--- config.mk ---
export PLATFORM = sky130hd
export DESIGN_NAME = bvp_ram
export DESIGN_NICKNAME = d
export VERILOG_FILES = /design/src/rtl/core/bvp_ram.sv
export SDC_FILE = /design/constraint.sdc
export NUM_CORES = 2
export LEC_CHECK = 0
export BUFFER_PORTS_ARGS = -buffer_cell sky130_fd_sc_hd__buf_2
export CAP_MARGIN = 20
export CORE_UTILIZATION = 30
export DETAILED_ROUTE_END_ITERATION = 7
export PLACE_DENSITY = 0.55
export SLEW_MARGIN = 20
export SYNTH_ARGS = -nofsm -noshare
export SYNTH_HDL_FRONTEND = slang
export SYNTH_SLANG_ARGS = --single-unit
--- constraint.sdc ---
create_clock -name clk -period 4.75 [get_ports clk]
set_clock_uncertainty 0.1 [all_clocks]
set_input_delay 0 -clock clk [delete_from_list [all_inputs] [get_ports clk]]
set_output_delay 0 -clock clk [all_outputs]
set_load 0.02 [all_outputs]
--- src/rtl/core/bvp_ram.sv ---
// Generic single-write, single-read synchronous RAM with registered read data.
// Used for the sweep and solution stores; no package dependency.
`default_nettype none
module bvp_ram #(
  parameter int DEPTH = 64,
  parameter int WIDTH = 32
) (
  input  wire logic                     clk,
  input  wire logic                     we,
  input  wire logic [$clog2(DEPTH)-1:0] waddr,
  input  wire logic [WIDTH-1:0]         wdata,
  input  wire logic [$clog2(DEPTH)-1:0] raddr,
  output logic      [WIDTH-1:0]         rdata
);

  logic [WIDTH-1:0] mem [DEPTH];

  // Write port and registered read port.
  always_ff @(posedge clk) begin
    if (we) begin
      mem[waddr] <= wdata;
    end
    rdata <= mem[raddr];
  end

endmodule
`default_nettype wire

After elaboration in Yosys (flattened, before gate mapping)
Memories as Yosys holds them, arrays and structs flattened. A register that Yosys moved wholly into a read port is not among the register bits. Index checks and enable logic that the tools add are counted.

Register bits: 0. Memory bits (writable): 2048. Input port bits: 46. Output and inout bits: 32. Logic and storage cells: 3. Memories: 1.

Memories: mem (words 64, bits a word 32, rd ports 1, clocked after memory_dff 1, write ports 1, line 16) `logic [WIDTH-1:0] mem [DEPTH];`.

Mux-type cells: 2.

Operator list (number): 2-to-1 mux 1 bit (2).

Longest topological paths before layout
Depth after elaboration: 2. Mapped depth: 10.

Worst setup path before layout
No wires, ideal clock.

Kind: input -> register. Start: input port waddr[3]. End: memory mem[48][0] (enable). Setup time: 0.461 ns. Arrival: 2.699 ns. Required time: 4.189 ns. Path slack: 1.490 ns. Cell stages on the path: 4. Path buffers: 1. Cells stage by stage: clkbuf_1 -> nor2b_1 -> nand4b_1 -> nor3_1.

RTL lines: from (decl) (line 10) `input wire logic [$clog2(DEPTH)-1:0] waddr,`; to (decl) (line 16).

No word-level cell before the write port.

==> results.yml <==
run_status:
  status: "completed"
timing:
  setup_violations: 0
  max_freq_mhz: 318
  tns_ns: 0
  final-hold-violation-count: 0
  relSlewSlack_pct: 26.8
  grt_setup_unrepaired: "no"
  tightest_slew_ns: 1.10
  drv_slew: 0
  fin_crit_sh_pct: 66.2
  fin_crit_ns: 3.14
logic_synthesis:
  ys_ff_latch: 2080
  syn_area_per_cell_um2: 23.6
  synth_area_leaders: "edfxtp_1 78%, mux4_2 16%, mux2i_1 1.2%, dfxtp_1 0.82%, o22ai_1 0.67%"
  synthDominantCellAreaShare_pct: 78.3
  syn_inst: 3324
  synth-seq-area-share_pct: 79.1
  netlist.top_cell.by_area: "edfxtp_1"
  synth_cell_types: 34
  yosys_warnings: 0
  syn_area_um2: 78500
  syn-num-nets: 3370
cells_and_area:
  nFillCells: 23700
  most-common-layout-cells: "2048 x edfxtp_1, 544 x mux4_2, 215 x clkbuf_16"
  fin_nets: 3668
  layout_commonest_cell: "edfxtp_1"
  area_growth_pct: 16.5
  final_layout_size_suffix_gt1_share_pct: 29.6
  fin_util_pct: 35.2
  stdcell_count: 7297
clock_network:
  insertion_delay_ns: 0.85
  htree_levels: 4
  cts-root-buf: "clkbuf_16"
  clkSlewWorstSetupHoldPaths_ns: 0.06
  cts_setup_buffers: 0
  cts_sinks: 2080
  cts_buffers: 211
  clock_path_buffers: 3
  cts_tree: "yes"
drt:
  drtAntennaViolNets: 0
  highest-signal-layer: "met4"
  first_iter_violations: 4089
  drt-total-wl_mm: 206
  drc: 0
  route.vias.total: 36900
  via_per_inst: 5.05
  wirelength_met1_mm: 90.7
  met3WireLength_mm: 11.5
  avgRoutedWirePerCell_um: 28.3
  firstDrtPassIters: 5
  dr_wl_met2_mm: 100
min_path:
  hold_depth: 2
  holdCritPathClass: "in2reg"
floorplan:
  coreArea_um2: 260000
  ios: 78
  die_x_um: 514
  start_util_pct: 30.2
  die_y_um: 514
  rows: 187
  fp.dieArea_um2: 264000
global_routing:
  grt_use_total_pct: 15.6
  grt_max_degree: 67
  overflow: 0
  grt_pass1_vias: 37800
  antenna_found_initial: 15
  grt_pass1_wl_mm: 293
placement:
  portBuffers: 77
  gp_congestion: 0.764
  post-dp-hpwl_mm: 118
  dp_cells: 6856
critical_path:
  r2r_cells: 4
  cp_max_fo: 60
  cp-start-kind: "input port"
  arrival_ns: 3.70
  critPathRequiredTime_ns: 5.31
  crit_type: "in2reg"
  worst_setup_path_end_kind: "flop"
power_and_ir_drop:
  p_leak_nw: 28.0
  vdd_ir_drop_max_uv: 392
  pwr_density_cell_nw_per_um2: 420
run:
  cap_viol_max_count: 0
-- path summary, 6_finish.rpt --
| path | slack, ns | endpoint | start |
|---|---|---|---|
| setup / recovery | 1.61 | rdata[21] | raddr[1] |
| hold reg to reg | 0.67 | rdata[17] | mem[28][17] |
| hold / removal | 0.06 | mem[43][28] | wdata[28] |
| setup reg to reg | 2.27 | rdata[21] | mem[15][21] |
-- sequential cells by signal, indices dropped and copies added, names as in the netlist --
| signal | flops |
|---|---|
| rdata | 32 |
| mem | 2048 |
-- layout make-up --
cell class	count	area (um2)	area share [%]
Clock buffer	282	5740	6.28
Timing Repair Buffer	267	2280	2.50
Sequential cell	2080	62100	67.9
Clock inverter	107	952	1.04
Antenna cell	3	7.51	0.00821
Tap cell	3496	4370	4.78
Multi-Input combinational cell	1062	16000	17.5
-- critical path, cell delays in order --
cell	delay [ns]
dlygate4sd3_1	0.57
buf_8	0.46
buf_12	0.39
buf_4	0.42
mux4_2	0.37
mux4_2	0.48
o22ai_1	0.56
nor2_1	0.28
-- synth_stat cells --
master,instances
and2_1,2
edfxtp_1,2048
nor2_1,137
nand3b_1,5
nand4b_1,1
mux2i_1,93
a21oi_1,62
a31oi_1,1
a41o_1,4
mux4_2,544
buf_2,57
a22oi_1,12
clkbuf_1,74
o32ai_1,4
a311oi_1,8
or3b_2,3
buf_4,25
buf_1,21
or3b_1,2
nand4_1,2
nand3_1,5
or3_1,3
or2_2,1
nor3_1,7
dfxtp_1,32
nand2_1,26
nor2b_1,15
buf_6,5
or2_1,1
o22ai_1,84
or2_0,1
and3_1,4
o221ai_1,27
nand2b_1,8
-- stage by stage --
stage | worst slack (ns) | hold slack [ns] | power (W) | instance area [um2]
floorplan | 1.49 | -0.00113 | 0.0218 | 78500
CTS | 1.55 | 0.0852 | 0.0388 | 91400
finish | 1.61 | 0.0638 | 0.0384 | 91500
detailed placement | 1.22 | 0.332 | 0.0227 | 84200
global placement | 1.18 | 0.330 | 0.0227 | 84200
global route | 1.52 | 0.0585 | 0.0396 | 91500
-- logic make-up (layout without fill, tap and decap cells) --
kind of cell / after synthesis / in the layout / share of synthesized area (%)
compound gates: 202 / 202 / 1.67
buf+inv: 182 / 656 / 1.13
flops: 2080 / 2080 / 79.1
mux: 637 / 637 / 16.8
other cells: 0 / 3 / 0
simple gates: 223 / 223 / 1.27
-- timing repair --
action                     in CTS  in global routing
hold endpoints to repair     2203                  0
gates resized for setup         0                  0
hold buffers                   47                  0
setup endpoints to repair       0                  0
-- power breakdown --
group | total (W) | internal [W] | switching (W)
clock | 0.0161 | 0.00923 | 0.00691
sequential | 0.0204 | 0.0203 | 0.0000972
combinational | 0.00189 | 0.000706 | 0.00118
total | 0.0384 | 0.0303 | 0.00819
-- routing by layer --
layer	vias to the layer above	track usage [%]
met3	262	2.17
li1	14900	-
met4	0	3.49
met1	20500	22.2
met2	1242	25.2
met5	-	0
No activity file was read; power rests on OpenSTA's default activity.
