## src/rtl/core/bvp_pkg.sv

```systemverilog
// Shared types, constants and saturation helpers for the tridiagonal sweep solver.
// Used by bvp_div and the solver core; depends on nothing else.
`default_nettype none
package bvp_pkg;

  localparam int MAX_INTERVALS = 63;
  localparam int MIN_INTERVALS = 4;

  // Configuration register indexes.
  localparam logic [2:0] REG_LEFT_END    = 3'd0;
  localparam logic [2:0] REG_RIGHT_END   = 3'd1;
  localparam logic [2:0] REG_LEFT_VALUE  = 3'd2;
  localparam logic [2:0] REG_RIGHT_VALUE = 3'd3;
  localparam logic [2:0] REG_P_GAIN      = 3'd4;
  localparam logic [2:0] REG_Q_GAIN      = 3'd5;
  localparam logic [2:0] REG_COUNT       = 3'd6;

  // Reset values in Q16.16.
  localparam logic signed [31:0] RST_LEFT_END    = -32'sd131072;
  localparam logic signed [31:0] RST_RIGHT_END   = -32'sd65536;
  localparam logic signed [31:0] RST_LEFT_VALUE  = 32'sd3014656;
  localparam logic signed [31:0] RST_RIGHT_VALUE = 32'sd1638400;
  localparam logic signed [31:0] RST_P_GAIN      = -32'sd262144;
  localparam logic signed [31:0] RST_Q_GAIN      = -32'sd196608;
  localparam logic [5:0]         RST_COUNT       = 6'd20;

  // Saturation bounds, held in the wide working width.
  localparam logic signed [65:0] WMAX = 66'sd2147483647;
  localparam logic signed [65:0] WMIN = -66'sd2147483648;
  localparam logic signed [31:0] QMAX = 32'sh7fffffff;
  localparam logic signed [31:0] QMIN = 32'sh80000000;

  // Constant term of the right side: 6.0 in Q16.16.
  localparam logic signed [65:0] SIX_Q = 66'sd393216;

  // Divider result handed back to the sequencer.
  typedef struct packed {
    logic               done;
    logic signed [48:0] quot;
  } div_res_t;

  function automatic logic signed [65:0] ext(input logic signed [31:0] v);
    return {{34{v[31]}}, v};
  endfunction

  function automatic logic signed [31:0] sat_v(input logic signed [65:0] v);
    if (v > WMAX) return QMAX;
    else if (v < WMIN) return QMIN;
    else return v[31:0];
  endfunction

  function automatic logic sat_o(input logic signed [65:0] v);
    return (v > WMAX) || (v < WMIN);
  endfunction

endpackage
`default_nettype wire

```

## src/rtl/core/bvp_div.sv

```systemverilog
// Radix-2 restoring divider, one quotient bit per cycle, truncating toward zero.
// Depends on bvp_pkg for the result struct.
`default_nettype none
module bvp_div
  import bvp_pkg::*;
(
  input  wire logic               clk,
  input  wire logic               rst,
  input  wire logic               start,
  input  wire logic signed [48:0] dividend,
  input  wire logic signed [32:0] divisor,
  output div_res_t                res
);

  logic [47:0] dq;
  logic [33:0] rem;
  logic [32:0] vmag;
  logic        neg;
  logic        busy;
  logic        done;
  logic [5:0]  cnt;
  logic [48:0] dmag_w;
  logic [32:0] vmag_w;
  logic [33:0] rem_sh;
  logic        fits;
  logic [48:0] quot_w;

  // Magnitudes of the operands and the next partial remainder.
  always_comb begin
    dmag_w = dividend[48] ? 49'(-dividend) : dividend;
    vmag_w = divisor[32] ? 33'(-divisor) : divisor;
    rem_sh = {rem[32:0], dq[47]};
    fits   = rem_sh >= {1'b0, vmag};
  end

  // Iteration control; the quotient bits shift into the dividend register.
  always_ff @(posedge clk) begin
    if (rst) begin
      busy <= 1'b0;
      cnt  <= '0;
      done <= 1'b0;
    end else begin
      done <= 1'b0;
      if (start) begin
        busy <= 1'b1;
        cnt  <= '0;
        dq   <= dmag_w[47:0];
        vmag <= vmag_w;
        rem  <= '0;
        neg  <= dividend[48] ^ divisor[32];
      end else if (busy) begin
        rem <= fits ? 34'(rem_sh - {1'b0, vmag}) : rem_sh;
        dq  <= {dq[46:0], fits};
        cnt <= 6'(cnt + 6'd1);
        if (cnt == 6'd47) begin
          busy <= 1'b0;
          done <= 1'b1;
        end
      end
    end
  end

  // Signed quotient and completion pulse.
  assign quot_w = neg ? 49'(-{1'b0, dq}) : {1'b0, dq};
  assign res    = {done, quot_w};

endmodule
`default_nettype wire

```

## config.mk

```make
export PLATFORM = sky130hd
export DESIGN_NAME = bvp_div
export DESIGN_NICKNAME = d
export VERILOG_FILES = /design/src/rtl/core/bvp_pkg.sv /design/src/rtl/core/bvp_div.sv
export SDC_FILE = /design/constraint.sdc
export NUM_CORES = 1
export LEC_CHECK = 0
export BUFFER_PORTS_ARGS = -buffer_cell sky130_fd_sc_hd__buf_2
export CAP_MARGIN = 0
export CORE_ASPECT_RATIO = 0.6
export CORE_MARGIN = 2
export CORE_UTILIZATION = 27
export DETAILED_ROUTE_END_ITERATION = 8
export PLACE_DENSITY = 0.45
export SLEW_MARGIN = 20
export SYNTH_ARGS = -nofsm -noshare
export SYNTH_HDL_FRONTEND = slang
export SYNTH_SLANG_ARGS = --single-unit
```

## constraint.sdc

```tcl
create_clock -name clk -period 12.8 [get_ports clk]
set_clock_uncertainty 0.2 [all_clocks]
set_input_delay 3.84 -clock clk [delete_from_list [all_inputs] [get_ports clk]]
set_output_delay 3.84 -clock clk [all_outputs]
set_load 0.02 [all_outputs]
```

**After elaboration in Yosys (flattened, before gate mapping)**

Index checks and enable logic that the tools add are counted.

- Register bits after elaboration: 123
- Input port bits: 85
- Output and inout bits: 50
- Word-level logic and storage cells: 34

- Add/sub/neg operators: 5
- $lt $le $gt $ge: 1
- Equality and inequality tests: 1
- Multiplexer cells: 11
- Bitwise gates (word level): 3
- Reduce and logical (&&, ||, !) cells: 5

Operator list:

| kind | count |
|---|---|
| two-way mux 48 bit | 3 |
| two-way mux 33 bit | 2 |
| two-way mux 49 bit | 1 |
| negation 48 -> 49 bit | 1 |
| negation 48 bit | 1 |
| greater-or-equal comparator 34 x 33 -> 1 bit | 1 |
| negation 33 bit | 1 |
| subtractor 33 bit | 1 |
| two-way mux 32 bit | 1 |
| adder 6 x 1 -> 6 bit (second input constant) | 1 |
| equality test 6 bit (second input constant) | 1 |
| two-way mux 1 bit | 4 |
| AND reduction 2 bit | 2 |
| OR reduction 3 bit | 1 |
| NOT 1 bit | 2 |
| nonzero test 2 bit | 1 |
| OR reduction 2 bit | 1 |
| XOR 1 bit | 1 |

**Depth between registers and ports, before layout**

Gate-level depths: netlist of the first run.

- Depth after elaboration: 4
- Depth in mapped cells: 14
- Mapped depth without buffers: 13

**Least setup slack after synthesis of the first run**

OpenSTA, ideal clock, no wires.

- Kind: input -> register
- From: input start
- To: register dq[0], enable pin
- Setup time: 0.521 ns
- Arrival time: 7.566 ns
- Data required time: 12.079 ns
- Slack: 4.514 ns
- Cell stages on the path: 3
- Path buffers: 1
- Path through: clkbuf_1 -> nor2_1 -> nor2_1

- Word-level cells in the longest chain between the ends: 2

Ends and longest elaborated chain:

| what | line | text |
|---|---|---|
| from (decl) | bvp_div.sv:9 | `input wire logic start,` |
| nonzero test 2 bit (no source line) | n/a |  |
| AND reduction 2 bit (no source line) | n/a |  |
| to (signal assigned) | bvp_div.sv:47 | `dq <= dmag_w[47:0];` |
| to (signal assigned) | bvp_div.sv:53 | `dq <= {dq[46:0], fits};` |
| to (decl) | bvp_div.sv:15 | `logic [47:0] dq;` |

No other way between the ends.
A chain may end at the register's enable or synchronous reset.

==> results of run 1 <==
-- metal layers --
layer / routed length [um] / up-vias / GRT usage, %
met5: 13 / - / 0
met1: 15700 / 3683 / 25.2
met3: 1260 / 21 / 3.25
li1: - / 3855 / -
met4: 282 / 2 / 3.78
met2: 10400 / 173 / 19.4
-- final cells by class --
type                    count  area (um2)
inverters                  54         203
flip-flops and latches    123        3610
clock inverters            15         146
repair buffers            138         703
well taps                 459         574
fillers                  3497       22800
multi-input cells         779        5390
clock buffers              17         425
-- metrics by stage --
stage	util [%]	instance area, um2	cells
floorplan	-	9360	999
global placement	30.9	10500	1553
detailed placement	30.9	10500	1553
CTS	32.6	11100	1585
global route	32.6	11100	1585
finish	32.6	11100	1585
-- cells by family after synthesis --
group | Yosys count | synth area share, %
adders and majority gates | 38 | 5.16
buffers and inverters | 97 | 4.08
muxes | 41 | 4.53
DFF | 123 | 38.6
and+or+nand+nor | 304 | 16.5
xor gates and xnor gates | 156 | 14.6
AOI/OAI and AO/OA | 240 | 16.5
-- power breakdown --
group | total, W | internal, W | switching [W] | leakage, nW
Combinational | 0.000422 | 0.000166 | 0.000256 | 2.75
Sequential | 0.000513 | 0.000487 | 0.0000260 | 1.16
Clock | 0.000482 | 0.000285 | 0.000197 | 0.269
Total | 0.00142 | 0.000938 | 0.000479 | 4.18
-- registers in the layout, indices dropped and copies added, names as in the netlist --
signal  count
dq         48
rem        33
vmag       33
cnt         6
busy        1
done        1
neg         1
-- tightest hold or removal path: stages, from the launching register on --
cell and delay, ns:
dfxtp_1 0.31, o21ai_0 0.07, a21oi_1 0.06
-- final timing paths --
kind	startpoint	endpoint	cells after the start
min	cnt[5]	cnt[5]	2
min reg2reg	cnt[5]	cnt[5]	2
max	dq[4]	res[47]	10
max reg2reg	dq[47]	rem[28]	13
-- layout by cell type (no fill, tap or decap), types with 5 or more instances in the layout --
| master | Yosys | final |
|---|---|---|
| nand2_1 | 74 | 74 |
| xnor2_1 | 106 | 106 |
| nand4_1 | 10 | 10 |
| or4_1 | 9 | 9 |
| ha_1 | 37 | 37 |
| dfxtp_1 | 8 | 8 |
| nand2b_1 | 6 | 6 |
| nor2_1 | 104 | 102 |
| nor3b_1 | 5 | 5 |
| nand3_1 | 15 | 15 |
| o21ai_1 | 9 | 9 |
| xor2_1 | 50 | 50 |
| mux2_2 | 11 | 11 |
| nor3_1 | 11 | 11 |
| nor4_1 | 9 | 9 |
| o41ai_1 | 16 | 16 |
| a21o_1 | 11 | 11 |
| buf_4 | 2 | 5 |
| a21oi_1 | 74 | 73 |
| and3_1 | 6 | 6 |
| o31ai_1 | 32 | 32 |
| o21a_1 | 5 | 5 |
| edfxtp_1 | 115 | 115 |
| o21ai_0 | 50 | 50 |
| o21bai_1 | 5 | 5 |
| mux2i_1 | 30 | 30 |
| or4_4 | 5 | 5 |
| a211oi_1 | 9 | 9 |
| or2_2 | 7 | 7 |
| buf_2 | 2 | 133 |
| or3_1 | 15 | 15 |
| inv_1 | 54 | 54 |
| clkbuf_16 | 0 | 17 |
==> reports/qor_table.md, run 1 <==
| Metric | Reported | Unit |
|:---|:---|:---|
| Status | finished, final reports clean | - |
| Total power | 0.00142 | W |
| Leakage power of the design | 4.18 | nW |
| Combined area of all synthesized cells | 0.00936 | mm2 |
| Worst relative slew slack | 31.1 | % |
| Source-to-sink clock delay at the later pin of the worst-skew pair | 0.44 | ns |
| Largest net degree at the start of global routing | 65 | - |
| Dominant delay contributor by cell family on the critical path | simple AND/OR/NAND/NOR gates | - |
| Post-route antenna net violation count | 0 | - |
| CP Max Fanout | 6 | - |
| Area leader, netlist | edfxtp_1 | - |
| Buf+Inv Stages, Crit Path | 1 | - |
| Setup bufs post-CTS | 0 | - |
| Clock transition at the register clock pins on the worst setup and hold paths after CTS | 0.06 | ns |
| Final wirelength | 27700 | um |
| Power density cells | 128 | mW/mm2 |
| Netlist cell types | 66 | - |
| Total congestion overflow after global routing | 0 | - |
| Antenna diodes | 0 | - |
| Cell at the slowest stage of the critical path | or4_4 | - |
| CTS tree | built | - |
| Async SR Flop Fraction | 0 | % |
| GP Congestion | 0.845 | - |
| Number of endpoints with negative hold slack in the final report | 0 | - |
| Sink Count | 123 | - |
| TritonRoute pass-1 iters | 5 | - |
| Most common cell in the synthesized netlist | edfxtp_1 | - |
| Post-DR wirelength/cell | 17.5 | um |
| Post-CTS Hold Fix Bufs | 0 | - |
| RSZ-0062 raised after global routing | false | - |
| All-Layer GR Usage | 15.4 | % |
| Post-synthesis register bit count | 123 | - |
| Crit path capture type | primary output | - |
| Setup Slack @ Placement | 5.57 | ns |
| DR DRC count | 0 | - |
| Top post-synthesis cells by area | edfxtp_1 37%, xnor2_1 9.9%, ha_1 4.9% | - |
| Setup CP Type | flip-flop to primary output | - |
| CTS H-tree depth | 4 | - |
| Cells after Synth | 999 | - |
| Total Neg Setup Slack | 0 | ns |
| Setup-violating endpoint count in the final report | 0 | - |
| Number of antenna violations at the first check in global routing | 2 | - |
| Most common library cells after synthesis | 115 x edfxtp_1, 106 x xnor2_1, 104 x nor2_1 | - |
| Bufs on Longest Clock Path | 2 | - |
| Element type at the critical path start | flip-flop | - |
| Final layout net count | 1236 | - |
| Overall die height | 148 | um |
| Final HPWL DP | 21200 | um |
| Post-CTS Resized | 0 | - |
| CORE AREA | 0.0339 | mm2 |
| YS warnings | 0 | - |
| Area overhead of the layout relative to synthesis | 18.1 | % |
| Signal arrival time at the worst endpoint | 3.62 | ns |
| Fraction of the yosys area taken by sequential cells | 38.6 | % |
| Number of standard-cell rows in the floorplan | 52 | - |
| Worst EP required | 8.76 | ns |
| Starting density of the core | 27.6 | % |
| Setup ws final | 5.14 | ns |
| Cells along the critical path | or3_4 -> nor4_4 -> nand2_2 -> nor2_2 -> nand3_2 -> or4_4 -> or2_4 -> o41ai_2 -> xnor2_1 -> buf_2 | - |
| Share of the clock period used by the worst path after layout | 59.8 | % |
| Buffers added on ports | 134 | - |
| Final min period | 7.66 | ns |
| Vias post-DR | 7734 | - |
| Transition time of the tightest slew-check pin | 1.02 | ns |
| Max-slew violation count | 0 | - |
| EDFF count, synth | 115 | - |
| Internal reg-to-reg setup slack | 8.56 | ns |
| Smallest hold slack | 0.292 | ns |
| Detailed-route vias per instance | 4.88 | - |
| Number of CTS-inserted buffers | 17 | - |
| Max IR drop VDD | 0.0000894 | V |
| CP max stage delay | 0.59 | ns |
| Synth Area per Inst | 9.37 | um2 |
| Area enclosed by the die boundary | 0.0362 | mm2 |
| Fraction of synthesized cell area taken by the top area cell type | 36.9 | % |
| Floorplan die width | 244 | um |
| Via count of the first global-routing pass | 7202 | - |
| DR iter-0 viols | 602 | - |
| Number of top-level pins | 135 | - |
| Maximum clock rate | 0.131 | GHz |
| Net Count, Synth | 1122 | - |
| Library cell used as clock root buffer | clkbuf_16 | - |
| Type of the most critical hold path | flip-flop to flip-flop | - |
| Share of final-layout standard cells stronger than drive strength 1 | 19.1 | % |
| Dominant register cell in the synthesized netlist | edfxtp_1 | - |
| Wire length of the first global-routing pass | 42400 | um |
| # Max-Cap Violations | 0 | - |
Power figures use the tool's default switching activity.
==> inputs of run 2 (changes only) <==
Settings changed: PLACE_DENSITY 0.45 to 0.46.
Clock period 12.8 ns to 6.6 ns, I/O delays scaled along.
==> reports/qor_table.md, run 2 (synthesis gave the netlist of run 1 again) <==
| Metric | Reported | Unit |
|:---|:---|:---|
| Setup CP Type | flip-flop to primary output | - |
| Setup ws final | 0.693 | ns |
| Power density cells | 248 | mW/mm2 |
| Number of antenna violations at the first check in global routing | 1 | - |
| Library cell used as clock root buffer | clkbuf_16 | - |
| Source-to-sink clock delay at the later pin of the worst-skew pair | 0.44 | ns |
| Vias post-DR | 7667 | - |
| Overall die height | 148 | um |
| Final HPWL DP | 20500 | um |
| Wire length of the first global-routing pass | 41100 | um |
| Top Registers | dq: 48 flops, rem: 33 flops, vmag: 33 flops | - |
| Share of final-layout standard cells stronger than drive strength 1 | 19.3 | % |
| Antenna diodes | 0 | - |
| Largest Register | dq | - |
| Cells along the critical path | or4_4 -> nor4_4 -> nand2_2 -> nor2_2 -> nand3_2 -> or4_4 -> or2_4 -> o41ai_2 -> xnor2_1 -> buf_2 | - |
| Worst EP required | 4.42 | ns |
| Worst relative slew slack | 34.3 | % |
| Setup bufs post-CTS | 0 | - |
| TritonRoute pass-1 iters | 5 | - |
| Post-route antenna net violation count | 0 | - |
| Number of endpoints with negative hold slack in the final report | 0 | - |
| Type of the most critical hold path | flip-flop to flip-flop | - |
| Final layout net count | 1239 | - |
| Floorplan die width | 244 | um |
| Detailed-route vias per instance | 4.83 | - |
| Sequential cell area | 0.00361 | mm2 |
| Number of top-level pins | 135 | - |
| Status | finished, final reports clean | - |
| Max-slew violation count | 0 | - |
| Setup-violating endpoint count in the final report | 0 | - |
| Cell at the slowest stage of the critical path | or4_4 | - |
| Area enclosed by the die boundary | 0.0362 | mm2 |
| Total Neg Setup Slack | 0 | ns |
| CP max stage delay | 0.60 | ns |
| Maximum clock rate | 0.169 | GHz |
| Commonest cells after routing, fill and taps aside | 133 x buf_2, 115 x edfxtp_1, 106 x xnor2_1, 102 x nor2_1, 74 x nand2_1 | - |
| CTS tree | built | - |
| Post-DR wirelength/cell | 16.6 | um |
| DR iter-0 viols | 509 | - |
| CP Max Fanout | 6 | - |
| CORE AREA | 0.0339 | mm2 |
| Post-CTS Hold Fix Bufs | 0 | - |
| GP Congestion | 0.843 | - |
| Number of CTS-inserted buffers | 17 | - |
| Leakage power of the design | 4.21 | nW |
| Buffers added on ports | 134 | - |
| Number of standard-cell rows in the floorplan | 52 | - |
| Most numerous cell on the critical path | or4_4 | - |
| Clock transition at the register clock pins on the worst setup and hold paths after CTS | 0.07 | ns |
| Most common cell after layout, fill and taps aside | buf_2 | - |
| Bufs on Longest Clock Path | 2 | - |
| Max IR drop VDD | 0.000174 | V |
| Crit path capture type | primary output | - |
| Area overhead of the layout relative to synthesis | 18.5 | % |
| Filler Cell Count | 3531 | - |
| Total congestion overflow after global routing | 0 | - |
| Area of the multi-input gates | 0.00539 | mm2 |
| Number of flip-flops in the largest register | 48 | - |
| Starting density of the core | 27.6 | % |
| RSZ-0062 raised after global routing | false | - |
| Internal reg-to-reg setup slack | 2.45 | ns |
| Setup Slack @ Placement | 1.18 | ns |
| # Max-Cap Violations | 0 | - |
| DR DRC count | 0 | - |
| All-Layer GR Usage | 14.7 | % |
| Via count of the first global-routing pass | 7052 | - |
| Final min period | 5.91 | ns |
| Signal arrival time at the worst endpoint | 3.73 | ns |
| Post-CTS Resized | 0 | - |
| CTS H-tree depth | 4 | - |
| Final wirelength | 26400 | um |
| Sink Count | 123 | - |
| Share of the clock period used by the worst path after layout | 89.5 | % |
| Element type at the critical path start | flip-flop | - |
| Transition time of the tightest slew-check pin | 0.973 | ns |
| Largest net degree at the start of global routing | 76 | - |
run 2: cell count changes in the layout (fill, tap and decap cells not counted):
cell,delta
clkinv_4,+4
clkinvlp_4,-3
buf_4,+2
clkbuf_1,+2
clkinv_1,-2
buf_12,+1
inv_6,-1
run 2: worst max-delay path, delay by kind of cell, from the launching register on:
family,cells,cell delay (ns)
AO/OA/AOI/OAI,1,0.23
buffers and inverters,1,0.20
XOR/XNOR,1,0.18
AND/OR/NAND/NOR,7,2.26
flip-flops,1,0.43
run 2: final cells by class:
| type | instances | share of cell area, % |
|---|---|---|
| Clock buffer | 19 | 3.90 |
| Clock inverter | 13 | 1.29 |
| Inverter | 54 | 1.83 |
| Multi-Input combinational cell | 779 | 48.6 |
| Sequential cell | 123 | 32.6 |
| Tap cell | 459 | 5.18 |
| Timing Repair Buffer | 141 | 6.65 |
run 2: per-stage QoR:
stage | power (W) | instance area [um2] | util [%] | std cells | hold WS [ns]
6_report | 0.00275 | 11100 | 32.7 | 1588 | 0.299
2_1_floorplan | 0.00157 | 9360 | - | 999 | 0.258
4_1_cts | 0.00277 | 11100 | 32.7 | 1587 | 0.300
3_3_place_gp | 0.00182 | 10500 | 31.0 | 1555 | 0.278
5_1_grt | 0.00290 | 11100 | 32.7 | 1588 | 0.352
3_5_place_dp | 0.00182 | 10500 | 31.0 | 1555 | 0.292
run 2: path summary, 6_finish.rpt:
| kind | from | depth (start not counted) | endpoint |
|---|---|---|---|
| worst max register to register | dq[47] | 13 | rem[28] |
| worst max-delay path | dq[17] | 10 | res[47] |
| worst min-delay path | cnt[5] | 2 | cnt[5] |
| worst min register to register | cnt[5] | 2 | cnt[5] |
run 2: routing by layer:
metal	vias to the layer above	part of all wire (%)	GRT usage, %
met5	-	0	0
met4	0	0.89	3.51
met3	14	3.1	2.72
met2	111	38	18.6
met1	3667	58	24.5
li1	3875	-	-
run 2: power breakdown:
part | switching, W | leakage (nW) | internal (W)
sequential | 0.0000511 | 1.16 | 0.000945
clock | 0.000384 | 0.279 | 0.000557
combinational | 0.000485 | 2.77 | 0.000324
total | 0.000920 | 4.21 | 0.00183
